==> src/rtl/core/acmc_pkg.sv <==
// Shared types, constants and helpers for the Aho-Corasick match counter.
`timescale 1ns / 1ps
package acmc_pkg;

  localparam int unsigned Nodes    = 4096;
  localparam int unsigned Alphabet = 26;
  localparam int unsigned CntW     = 16;
  localparam int unsigned NodeW    = $clog2(Nodes);
  localparam int unsigned Slots    = Nodes * Alphabet;
  localparam int unsigned SlotW    = $clog2(Slots);
  localparam int unsigned SymW     = 5;
  localparam int unsigned EpochW   = 8;
  localparam int unsigned FifoW    = 1;

  localparam logic [1:0] OpPat   = 2'd0;
  localparam logic [1:0] OpText  = 2'd1;
  localparam logic [1:0] OpClear = 2'd2;
  localparam logic [1:0] OpNone  = 2'd3;

  typedef enum logic [1:0] {
    K_PAT   = 2'd0,
    K_TEXT  = 2'd1,
    K_CLEAR = 2'd2
  } kind_e;

  typedef struct packed {
    kind_e            kind;
    logic [SymW-1:0]  sym;
    logic             last;
  } item_t;

  typedef struct packed {
    logic pop;
    logic sweeping;
  } back_stat_t;

  function automatic logic [SlotW-1:0] slot_base(input logic [NodeW-1:0] node);
    return SlotW'(node) * SlotW'(Alphabet);
  endfunction

endpackage

==> src/rtl/core/acmc_front.sv <==
// Front end: accepts requests, classifies the op and queues work for the back end.
`timescale 1ns / 1ps
module acmc_front import acmc_pkg::*; (
  input  logic            clk_i,
  input  logic            rst_ni,
  input  logic            start,
  output logic            busy,
  input  logic [1:0]      op_i,
  input  logic [SymW-1:0] symbol_i,
  input  logic            last_i,
  input  back_stat_t      stat_i,
  output logic            item_valid_o,
  output item_t           item_o
);

  item_t            fifo_q [2];
  logic [FifoW-1:0] wptr_q, wptr_d, rptr_q, rptr_d;
  logic [1:0]       cnt_q, cnt_d;
  logic             accept, push, pop;
  item_t            new_item;

  assign busy         = (cnt_q == 2'd2) | stat_i.sweeping;
  assign accept       = start & ~busy;
  assign item_valid_o = cnt_q != 2'd0;
  assign item_o       = fifo_q[rptr_q];
  assign pop          = stat_i.pop & item_valid_o;

  always_comb begin
    new_item.sym  = symbol_i;
    new_item.last = last_i;
    push          = accept;
    case (op_i)
      OpPat:   new_item.kind = K_PAT;
      OpText:  new_item.kind = K_TEXT;
      OpClear: new_item.kind = K_CLEAR;
      default: begin
        new_item.kind = K_PAT;
        push          = 1'b0;
      end
    endcase
  end

  always_comb begin
    wptr_d = push ? wptr_q + 1'b1 : wptr_q;
    rptr_d = pop ? rptr_q + 1'b1 : rptr_q;
    cnt_d  = cnt_q + {1'b0, push} - {1'b0, pop};
  end

  always_ff @(posedge clk_i or negedge rst_ni) begin
    if (!rst_ni) begin
      wptr_q <= '0;
      rptr_q <= '0;
      cnt_q  <= '0;
    end else begin
      wptr_q <= wptr_d;
      rptr_q <= rptr_d;
      cnt_q  <= cnt_d;
    end
  end

  always_ff @(posedge clk_i) begin
    if (push) begin
      fifo_q[wptr_q] <= new_item;
    end
  end

endmodule

==> config.mk <==
export PLATFORM = sky130hd
export DESIGN_NAME = acmc_front
export DESIGN_NICKNAME = d
export VERILOG_FILES = /design/src/rtl/core/acmc_pkg.sv /design/src/rtl/core/acmc_front.sv
export SDC_FILE = /design/constraint.sdc
export NUM_CORES = 1
export LEC_CHECK = 0
export BUFFER_PORTS_ARGS = -buffer_cell sky130_fd_sc_hd__buf_2
export CAP_MARGIN = 5
export CORE_ASPECT_RATIO = 0.9
export CORE_MARGIN = 2
export CORE_UTILIZATION = 49
export CTS_CLUSTER_DIAMETER = 40
export DETAILED_ROUTE_END_ITERATION = 12
export PLACE_DENSITY = 0.76
export SLEW_MARGIN = 10
export SYNTH_ARGS = -nofsm -noshare
export SYNTH_HDL_FRONTEND = slang
export SYNTH_SLANG_ARGS = --single-unit
==> constraint.sdc <==
create_clock -name clk_i -period 2.32 [get_ports clk_i]
set_input_delay 0.464 -clock clk_i [delete_from_list [all_inputs] [get_ports clk_i]]
set_output_delay 0.464 -clock clk_i [all_outputs]
set_load 0.01 [all_outputs]
==> metrics.log, run 1 <==
[metrics] CP Capture Type: output port
[metrics] clock sinks: 20
[metrics] compound-cell area share of the yosys netlist: 0.0424
[metrics] number of enable flip-flop cells after synthesis: 16
[metrics] top cells by count, synth: 16 x sky130_fd_sc_hd__edfxtp_1, 8 x sky130_fd_sc_hd__mux2_2, 4 x sky130_fd_sc_hd__dfrtp_1
[metrics] global-route wire length before repair: 1.73 mm
[metrics] final-layout fill cell count: 132
[metrics] synthesized-area fraction occupied by adder cells: 0.0303
[metrics] number of detailed-routing iterations run before antenna repair: 4
[metrics] clock tree from TritonCTS: built
[metrics] highest fanout seen on the critical path: 9
[metrics] Synth area leaders: sky130_fd_sc_hd__edfxtp_1 58%, sky130_fd_sc_hd__dfrtp_1 12%, sky130_fd_sc_hd__mux2_2 11%
[metrics] worst setup slack after layout: 0.474 ns
[metrics] sequential element share of the synthesized area: 0.703
[metrics] most frequently used cell type in the post-synthesis netlist: sky130_fd_sc_hd__edfxtp_1
[metrics] setup repair after global routing missed its margin: no
[metrics] area of the core region: 0.00163 sq mm
[metrics] top cell type's share of synthesized area: 0.582
[metrics] Total Power: 0.993 mW
[metrics] total power density per cell area: 974 mW/mm^2
[metrics] average size of a mapped cell: 17.6 sq um
[metrics] via count normalized by instance count: 4.60
[metrics] routed length per instance: 11.1 um
[metrics] Yosys top cell by area: sky130_fd_sc_hd__edfxtp_1
[metrics] worst setup skew after layout: 0.00494 ns
[metrics] leakage power of the design: 0.430 nW
[metrics] Final ANT Viol Nets: 0
[metrics] worst skew pair latency: 0.28 ns
[metrics] antenna violations before repair: 0
[metrics] final global-route overflow total: 0
[metrics] worst slew margin relative to its limit: 0.748
[metrics] clock tree root driver cell: sky130_fd_sc_hd__clkbuf_4
[metrics] standard-cell rows: 14
[metrics] die outline area: 0.00203 sq mm
[metrics] fraction of the cycle the final worst path needs: 0.796
[metrics] starting density of the core: 0.507
[metrics] share of the synthesized netlist area taken by xor and xnor gates: 0.0515
[metrics] Mapped Area: 826 sq um
[metrics] Routability Congestion: 0.751
[metrics] Final Max Tran Viols: 0
[metrics] DR vias: 460
[metrics] Peak Freq: 542 MHz
[metrics] main flop type after synthesis: sky130_fd_sc_hd__edfxtp_1
[metrics] Finish-stage setup viols: 0
[metrics] final cell count without fillers: 100
[metrics] Setup Crit Path Kind: flop to output port
[metrics] area of combinational cells with multiple inputs: 229 sq um
[metrics] worst hold margin: 0.363 ns
[metrics] number of cells after detailed placement: 95
[metrics] largest net degree at the start of global routing: 12
[metrics] outcome: finished, final reports clean
[metrics] total routing resource utilization after global routing: 0.124
[metrics] Post-route DRC: 0
[metrics] number of hold violations in the final report: 0
[metrics] Synth Instances: 47
[metrics] Worst Max-Slew Pin Slew: 0.378 ns
[metrics] number of global-route vias before repair: 429
[metrics] largest family of logic cells by synthesized area: multiplexers
[metrics] Synth cell types: 17
[metrics] Chip Width: 47.3 um
[metrics] total CTS buffers: 3
[metrics] Worst EP arrival: 1.38 ns
[metrics] Synth warnings: 0
[metrics] fraction of layout cells with a size suffix above 1: 0.513
[metrics] boundary pin count: 23
[metrics] reported max-cap violation count: 0
[metrics] fin nets: 92
[metrics] post-placement worst setup slack: 0.360 ns
[metrics] Final HPWL DP: 868 um
[metrics] clock transition at the registers of the reported paths: 0.10 ns
[metrics] synthesis-to-finish area growth: 23.5%
[metrics] level count of the clock H-tree: 1
[metrics] worst hold path type: primary input to flop
[metrics] footprint of the flip-flops and latches: 581 sq um
[metrics] fraction of registers with async set or reset after synthesis: 0.200
[metrics] setup TNS: 0 ns
[metrics] Die Height: 42.9 um
[metrics] Resized cells post-CTS: 0
[metrics] number of nets produced by synthesis: 62
[metrics] number of synthesized register bits: 20
[metrics] Final Critical Period: 1.85 ns
[metrics] total wire length: 1.11 mm
[metrics] share of synthesized cell area in and, or, nand and nor gates: 0.0439
[metrics] maximum resistive drop on vdd: 0.587 mV
[metrics] largest buffer count on any clock path: 2
[metrics] number of violations reported at the end of detailed-routing iteration 0: 6
[metrics] number of buffers added on ports: 22
[metrics] # diodes: 0
[metrics] proportion of synthesized area in mux cells: 0.109
[metrics] worst path required time: 1.86 ns
[metrics] critical path launch point type: flop
cells by family after synthesis:
| family | after synthesis |
|---|---|
| fa+ha+maj | 2 |
| xor+xnor | 4 |
| compound gates | 3 |
| buf+inv | 4 |
| flops | 20 |
| mux | 8 |
| simple gates | 6 |
critical path, stage by stage, from the launching register on:
cell and delay, ns:
sky130_fd_sc_hd__dfrtp_1 0.58, sky130_fd_sc_hd__mux2_2 0.38, sky130_fd_sc_hd__buf_2 0.14
placed cells by master, fill, tap and decap left out, drive strengths merged:
master,n
and2,1
xnor2,3
mux2,8
xor2,1
clkinv,1
a211o,1
and2b,1
a21o,1
dfrtp,4
clkbuf,3
edfxtp,16
or2,1
a21bo,1
buf,25
nor2,2
inv,3
nor2b,1
dlygate4sd3,1
ha,2
path summary, 6_finish.rpt:
path | startpoint | end | slack, ns | cells past startpoint
worst max register to register | cnt_q[1]$_DFF_PN0_ | cnt_q[1]$_DFF_PN0_ | 0.60 | 7
min in group asynchronous | rst_ni | rptr_q$_DFFE_PN0P_ | 0.51 | 2
worst min-delay path | symbol_i[2] | fifo_q[0][3]$_DFFE_PP_ | 0.36 | 1
worst min register to register | wptr_q$_DFFE_PN0N_ | wptr_q$_DFFE_PN0N_ | 0.53 | 1
worst max-delay path | rptr_q$_DFFE_PN0P_ | item_o[0] | 0.47 | 2
max in group asynchronous | rst_ni | wptr_q$_DFFE_PN0N_ | 1.69 | 2
metrics by stage:
step,instance area (sq um),util
floorplan,826,-
global placement,983,0.604
detailed placement,983,0.604
CTS,1020,0.626
global route,1020,0.626
finish,1020,0.626
power breakdown:
| group | internal (mW) | switching, mW |
|---|---|---|
| sequential | 0.456 | 0.0649 |
| combinational | 0.185 | 0.135 |
| clock | 0.0623 | 0.0892 |
| total | 0.704 | 0.289 |
metal layers:
layer,GRT usage,up-vias,wire [um]
met4,0.0500,0,14
met5,0,-,0
met2,0.219,11,628
met3,0.0383,2,35
met1,0.131,220,431
li1,-,227,-
registers in the layout (all words and copies together), names as in the netlist:
signal / cells
fifo_q: 16
wptr_q: 1
rptr_q: 1
cnt_q: 2
layout make-up:
type / count / area share
clock buffers: 3 / 0.0221
clock inverters: 1 / 0.00368
inverters: 3 / 0.0110
multi-input cells: 23 / 0.225
flip-flops and latches: 20 / 0.569
well taps: 24 / 0.0294
repair buffers: 26 / 0.140
timing repair:
action                    in CTS  in global routing
hold endpoints to repair       4                  0
hold buffers                   1                  0
buffers inserted               0                  0
Power figures use the tool's default switching activity.
==> inputs of run 2 (changes only) <==
Settings changed: CORE_UTILIZATION 49 to 44, PLACE_DENSITY 0.76 to 0.72.
Clock period 2.32 ns to 1.6 ns, I/O delays scaled along.
==> metrics.log, run 2 (synthesis results as in run 1) <==
[metrics] outcome: complete, but fails checks
[metrics] violated checks: setup timing
[metrics] worst setup skew after layout: 0.000986 ns (-0.00396 ns)
[metrics] total power density per cell area: 1540 mW/mm^2 (+58%)
[metrics] Worst EP arrival: 1.90 ns (+0.52 ns)
[metrics] total routing resource utilization after global routing: 0.144 (+0.0193)
[metrics] highest fanout seen on the critical path: 3 (-6)
[metrics] worst slew margin relative to its limit: 0.874 (+0.126)
[metrics] Crit Reg-Reg Endpoint: cnt_q[1]$_DFF_PN0_
[metrics] starting density of the core: 0.481 (-0.0259)
[metrics] standard-cell rows: 14 (unchanged)
[metrics] area of the core region: 0.00172 sq mm (+5.4%)
[metrics] footprint of the flip-flops and latches: 582 sq um (+0.22%)
[metrics] worst path required time: 1.79 ns (-0.07 ns)
[metrics] final global-route overflow total: 0 (unchanged)
[metrics] final cell count without fillers: 115 (+15%)
[metrics] number of buffers added on ports: 22 (unchanged)
[metrics] Final Max Tran Viols: 0 (unchanged)
[metrics] # diodes: 0 (unchanged)
[metrics] number of cells after detailed placement: 102 (+7.4%)
[metrics] via count normalized by instance count: 4.50 (-2.3%)
[metrics] Post-route DRC: 0 (unchanged)
[metrics] clock tree from TritonCTS: built
[metrics] worst hold path type: primary input to flop
[metrics] Finished Core Util: 0.712 (+0.0861)
[metrics] Routability Congestion: 0.711 (-5.3%)
[metrics] synthesis-to-finish area growth: 48.0%
[metrics] fraction of the cycle the final worst path needs: 1.06
[metrics] crit-path max cell delay: 0.39 ns (-0.19 ns)
[metrics] CP Capture Type: flop
[metrics] boundary pin count: 23 (unchanged)
[metrics] Reg2Reg Depth: 7 (unchanged)
[metrics] Final HPWL DP: 980 um (+13%)
[metrics] setup repair after global routing missed its margin: yes
[metrics] clock transition at the registers of the reported paths: 0.10 ns (about the same)
[metrics] area of combinational cells with multiple inputs: 267 sq um (+16%)
[metrics] antenna violations before repair: 0 (unchanged)
[metrics] critical path launch point type: flop
[metrics] Comb pwr share: 0.489 (+0.166)
[metrics] level count of the clock H-tree: 1 (unchanged)
[metrics] switching share of power: 0.294 (+0.00343)
[metrics] setup TNS: -0.103 ns (-0.103 ns)
[metrics] number of violations reported at the end of detailed-routing iteration 0: 7 (+1)
[metrics] total CTS buffers: 3 (unchanged)
[metrics] number of detailed-routing iterations run before antenna repair: 2 (-2)
[metrics] Worst Max-Slew Pin Slew: 0.187 ns (-0.191 ns)
[metrics] beginning of the critical path: cnt_q[0]$_DFF_PN0_
[metrics] Finish-stage setup viols: 1 (+1)
[metrics] worst skew pair latency: 0.28 ns (about the same)
[metrics] critical path's slowest cell: sky130_fd_sc_hd__dfrtp_1
[metrics] Setup Crit Path Kind: flop to flop
[metrics] maximum resistive drop on vdd: 0.947 mV (+61%)
[metrics] most frequent cells in the layout: 16 x sky130_fd_sc_hd__edfxtp_1, 16 x sky130_fd_sc_hd__buf_4, 15 x sky130_fd_sc_hd__buf_2, 9 x sky130_fd_sc_hd__buf_6, 8 x sky130_fd_sc_hd__mux2_2
[metrics] placed instance area: 0.00104 sq mm (+5.6%)
[metrics] end point of the critical path: cnt_q[1]$_DFF_PN0_
[metrics] final-layout fill cell count: 126 (-4.5%)
[metrics] leakage power of the design: 0.523 nW (+22%)
[metrics] worst hold margin: 0.223 ns (-0.140 ns)
[metrics] area of all placed cells without fillers: 0.00122 sq mm (+20%)
[metrics] largest registers: fifo_q (16), cnt_q (2)
[metrics] global-route wire length before repair: 2.27 mm (+32%)
[metrics] DR vias: 517 (+12%)
[metrics] Cell Int Power: 1.33 mW (+88%)
[metrics] flip-flop count of the largest register after layout: 16 (unchanged)
[metrics] routed length per instance: 13.3 um (+19%)
[metrics] post-placement worst setup slack: -0.193 ns (-0.553 ns)
[metrics] largest net degree at the start of global routing: 12 (unchanged)
[metrics] total wire length: 1.52 mm (+37%)
[metrics] number of global-route vias before repair: 527 (+23%)
[metrics] Chip Width: 49.7 um (+5.1%)
[metrics] Crit path top cell by count: sky130_fd_sc_hd__ha_4
[metrics] largest buffer count on any clock path: 2 (unchanged)
[metrics] Die Height: 45.1 um (+5.0%)
[metrics] number of hold violations in the final report: 0 (unchanged)
[metrics] fin nets: 107 (+16%)
[metrics] Total Power: 1.88 mW (+89%)
[metrics] fraction of layout cells with a size suffix above 1: 0.670 (+0.157)
[metrics] clock sinks: 20 (unchanged)
[metrics] R2R setup slack: -0.10 ns (-0.70 ns)
[metrics] Final ANT Viol Nets: 0 (unchanged)
[metrics] sequential fraction of design power: 0.390 (-0.135)
[metrics] Net Switching: 0.553 mW (+92%)
[metrics] worst setup slack after layout: -0.103 ns (-0.577 ns)
[metrics] clock tree root driver cell: sky130_fd_sc_hd__clkbuf_4
[metrics] Largest Register: fifo_q
[metrics] part of the total power dissipated in the clock network: 0.122 (-0.031)
[metrics] reported max-cap violation count: 0 (unchanged)
[metrics] Final Critical Period: 1.70 ns
[metrics] die outline area: 0.00224 sq mm (+10%)
[metrics] Peak Freq: 587 MHz
[metrics] cells along the critical path: inv_1 -> a211o_4 -> ha_4 -> inv_2 -> ha_4 -> xnor2_2 -> xnor2_1
[metrics] reg-to-reg startpoint: cnt_q[0]$_DFF_PN0_
[metrics] Worst Hold Path Cells: 1 (unchanged)
## run 2: worst max-delay path, delay by kind of cell, from the launching register on
kind                     cells  cell delay, ns
adder cells (fa/ha/maj)      2            0.41
buffers and inverters        2            0.13
XOR/XNOR                     2            0.32
flip-flops                   1            0.39
AO/OA/AOI/OAI                1            0.36
## run 2: routing by layer
metal	vias to the layer above	global-route usage	wire, um
li1	258	-	-
met1	248	0.164	676
met2	9	0.272	790
met3	2	0.0199	30
met4	0	0.0667	27
met5	-	0	0
## run 2: how the worst min path moves through the flow
stage / start / to
after floorplan: rst_ni / cnt_q[0]$_DFF_PN0_
final: symbol_i[2] / fifo_q[0][3]$_DFFE_PP_
after CTS: symbol_i[4] / fifo_q[0][5]$_DFFE_PP_
after global placement: rst_ni / cnt_q[0]$_DFF_PN0_
after detailed placement: rst_ni / cnt_q[0]$_DFF_PN0_
after global routing: symbol_i[2] / fifo_q[0][3]$_DFFE_PP_
## run 2: final cells by class
| type | count | area share |
|---|---|---|
| clock buffers | 4 | 0.0215 |
| flip-flops and latches | 20 | 0.476 |
| well taps | 24 | 0.0246 |
| repair buffers | 41 | 0.251 |
| multi-input cells | 23 | 0.218 |
| inverters | 3 | 0.00921 |
## run 2: what timing repair did
item                                    in CTS  in global routing
buffers inserted                             5                  3
endpoints found under the setup margin       9                 17
hold buffers                                 1                  0
hold endpoints to repair                     4                  0
resized for setup                            8                 10
pin swaps                                    6                  2
## run 2: power by group through the flow
stage	Clock (mW)	Sequential (mW)	Combinational [mW]
after floorplan	0	0.717	0.378
after global placement	0	0.767	0.532
after detailed placement	0	0.775	0.552
after CTS	0.237	0.714	0.763
after global routing	0.257	0.744	0.990
final	0.229	0.732	0.919
==> inputs of run 3 (changes only) <==
==> constraint.sdc (replaced) <==
create_clock -name clk_i -period 1.6 [get_ports clk_i]
set_input_delay 0 -clock clk_i [delete_from_list [all_inputs] [get_ports clk_i]]
set_output_delay 0 -clock clk_i [all_outputs]
set_load 0.01 [all_outputs]
==> metrics.log, run 3 (synthesis results as in run 1) <==
[metrics] worst skew pair latency: 0.29 ns (about the same)
[metrics] reported max-cap violation count: 0 (unchanged)
[metrics] Crit path top cell by count: sky130_fd_sc_hd__ha_4
[metrics] worst setup slack after layout: -0.0109 ns (+0.0920 ns)
[metrics] final cell count without fillers: 109 (-5.2%)
[metrics] Final Critical Period: 1.61 ns (-0.0920 ns)
[metrics] leading cell type in the layout, fill and taps excluded: sky130_fd_sc_hd__buf_2
[metrics] Routability Congestion: 0.787 (+11%)
[metrics] boundary pin count: 23 (unchanged)
[metrics] level count of the clock H-tree: 1 (unchanged)
[metrics] area of all placed cells without fillers: 0.00114 sq mm (-7.0%)
[metrics] die outline area: 0.00224 sq mm (unchanged)
[metrics] Final HPWL DP: 889 um (-9.2%)
[metrics] setup repair after global routing missed its margin: yes
[metrics] DR vias: 484 (-6.4%)
[metrics] area of the core region: 0.00172 sq mm (unchanged)
[metrics] via count normalized by instance count: 4.44 (-1.2%)
[metrics] Peak Freq: 621 MHz (+5.7%)
[metrics] number of hold violations in the final report: 0 (unchanged)
[metrics] total wire length: 1.28 mm (-16%)
[metrics] Chip Width: 49.7 um (unchanged)
[metrics] routed length per instance: 11.7 um (-12%)
[metrics] fin nets: 101 (-5.6%)
[metrics] worst hold path type: primary input to flop
[metrics] Final ANT Viol Nets: 0 (unchanged)
[metrics] number of detailed-routing iterations run before antenna repair: 2 (unchanged)
[metrics] footprint of the flip-flops and latches: 581 sq um (-0.22%)
[metrics] maximum resistive drop on vdd: 0.845 mV (-11%)
[metrics] synthesis-to-finish area growth: 37.7%
[metrics] number of buffers added on ports: 22 (unchanged)
[metrics] # diodes: 0 (unchanged)
[metrics] outcome: complete, but fails checks
[metrics] crit-path max cell delay: 0.42 ns (+0.03 ns)
[metrics] worst path required time: 1.79 ns (about the same)
[metrics] final-layout fill cell count: 135 (+7.1%)
[metrics] global-route wire length before repair: 2.19 mm (-3.7%)
[metrics] clock tree root driver cell: sky130_fd_sc_hd__clkbuf_4
[metrics] Worst Max-Slew Pin Slew: 0.403 ns (+0.216 ns)
[metrics] Die Height: 45.1 um (unchanged)
[metrics] critical path's slowest cell: sky130_fd_sc_hd__dfrtp_1
[metrics] Setup Crit Path Kind: flop to flop
[metrics] leakage power of the design: 0.472 nW (-9.7%)
[metrics] total CTS buffers: 3 (unchanged)
[metrics] number of violations reported at the end of detailed-routing iteration 0: 8 (+1)
[metrics] largest net degree at the start of global routing: 12 (unchanged)
[metrics] number of cells after detailed placement: 95 (-6.9%)
[metrics] post-placement worst setup slack: -0.0443 ns (+0.149 ns)
[metrics] clock tree from TritonCTS: built
[metrics] highest fanout seen on the critical path: 3 (unchanged)
[metrics] clock sinks: 20 (unchanged)
[metrics] antenna violations before repair: 0 (unchanged)
[metrics] critical path launch point type: flop
[metrics] total routing resource utilization after global routing: 0.138 (-0.00583)
[metrics] largest buffer count on any clock path: 2 (unchanged)
[metrics] violated checks: setup timing
[metrics] worst setup skew after layout: 0.00457 ns (+0.00358 ns)
[metrics] most frequent cells in the layout: 22 x sky130_fd_sc_hd__buf_2, 16 x sky130_fd_sc_hd__edfxtp_1, 8 x sky130_fd_sc_hd__mux2_2, 7 x sky130_fd_sc_hd__dlygate4sd3_1, 6 x sky130_fd_sc_hd__buf_4
[metrics] Total Power: 1.60 mW (-15%)
[metrics] Largest Register: fifo_q
[metrics] Post-route DRC: 0 (unchanged)
[metrics] fraction of the cycle the final worst path needs: 1.01 (-0.0575)
[metrics] placed instance area: 0.00101 sq mm (-2.9%)
[metrics] standard-cell rows: 14 (unchanged)
[metrics] total power density per cell area: 1410 mW/mm^2 (-8.5%)
[metrics] Worst EP arrival: 1.80 ns (-0.10 ns)
[metrics] area of combinational cells with multiple inputs: 264 sq um (-0.94%)
[metrics] fraction of layout cells with a size suffix above 1: 0.565 (-0.106)
[metrics] final global-route overflow total: 0 (unchanged)
[metrics] flip-flop count of the largest register after layout: 16 (unchanged)
[metrics] clock transition at the registers of the reported paths: 0.11 ns (about the same)
[metrics] CP Capture Type: flop
[metrics] starting density of the core: 0.481 (unchanged)
[metrics] number of global-route vias before repair: 497 (-5.7%)
[metrics] worst slew margin relative to its limit: 0.731 (-0.143)
[metrics] largest registers: fifo_q (16), cnt_q (2)
[metrics] Final Max Tran Viols: 0 (unchanged)
[metrics] Finish-stage setup viols: 1 (unchanged)
[metrics] cells along the critical path: or2_4 -> and2_4 -> ha_4 -> inv_2 -> ha_4 -> xnor2_2 -> xnor2_1
==> run 3: layout make-up <==
type,count,area share
Multi-Input combinational cell,23,0.232
Inverter,3,0.00990
Timing Repair Buffer,35,0.198
Tap cell,24,0.0264
Sequential cell,20,0.510
Clock buffer,3,0.0198
Clock inverter,1,0.00330
==> run 3: power by group <==
| group | switching (mW) | total (mW) | internal [mW] |
|---|---|---|---|
| Sequential | 0.0964 | 0.758 | 0.662 |
| Clock | 0.146 | 0.236 | 0.0905 |
| Combinational | 0.235 | 0.605 | 0.370 |
| Total | 0.478 | 1.60 | 1.12 |
==> run 3: per-stage QoR <==
step                 util  TNS [ns]  hold slack [ns]
floorplan               -   -0.0109           -0.296
global placement    0.587   -0.0262           -0.188
detailed placement  0.587   -0.0443           -0.184
CTS                 0.663   -0.0361           0.0139
global route        0.663   -0.0569          0.00423
finish              0.663   -0.0109          0.00999
==> run 3: critical path, delay by kind of cell, from the launching register on <==
| family | cells | cell delay (ns) |
|---|---|---|
| buffers and inverters | 1 | 0.04 |
| xor gates and xnor gates | 2 | 0.24 |
| DFF | 1 | 0.42 |
| adders and majority gates | 2 | 0.41 |
| and+or+nand+nor | 2 | 0.41 |
==> run 3: path summary, 6_finish.rpt <==
path / from / to / slack (ns) / depth (start not counted)
hold / removal: op_i[1] / fifo_q[0][6]$_DFFE_PP_ / 0.01 / 2
min in group asynchronous: rst_ni / rptr_q$_DFFE_PN0P_ / 0.03 / 2
setup / recovery: cnt_q[0]$_DFF_PN0_ / cnt_q[1]$_DFF_PN0_ / -0.01 / 7
setup reg to reg: cnt_q[0]$_DFF_PN0_ / cnt_q[1]$_DFF_PN0_ / -0.01 / 7
hold reg to reg: wptr_q$_DFFE_PN0N_ / wptr_q$_DFFE_PN0N_ / 0.54 / 1
max in group asynchronous: rst_ni / wptr_q$_DFFE_PN0N_ / 1.45 / 2
==> run 3: layer usage <==
| layer | vias up | global-route usage | routed length [um] |
|---|---|---|---|
| met5 | - | 0 | 0 |
| met4 | 0 | 0.0833 | 19 |
| met3 | 2 | 0.0232 | 49 |
| met2 | 16 | 0.237 | 597 |
| met1 | 221 | 0.167 | 608 |
| li1 | 245 | - | - |
==> run 3: what timing repair did <==
| item | CTS | global route |
|---|---|---|
| pin swaps | 7 | 2 |
| setup endpoints to repair | 1 | 1 |
| gates resized for setup | 3 | 0 |
| hold buffers | 7 | 0 |
| endpoints found under the hold margin | 16 | 0 |
| buffers inserted | 3 | 0 |
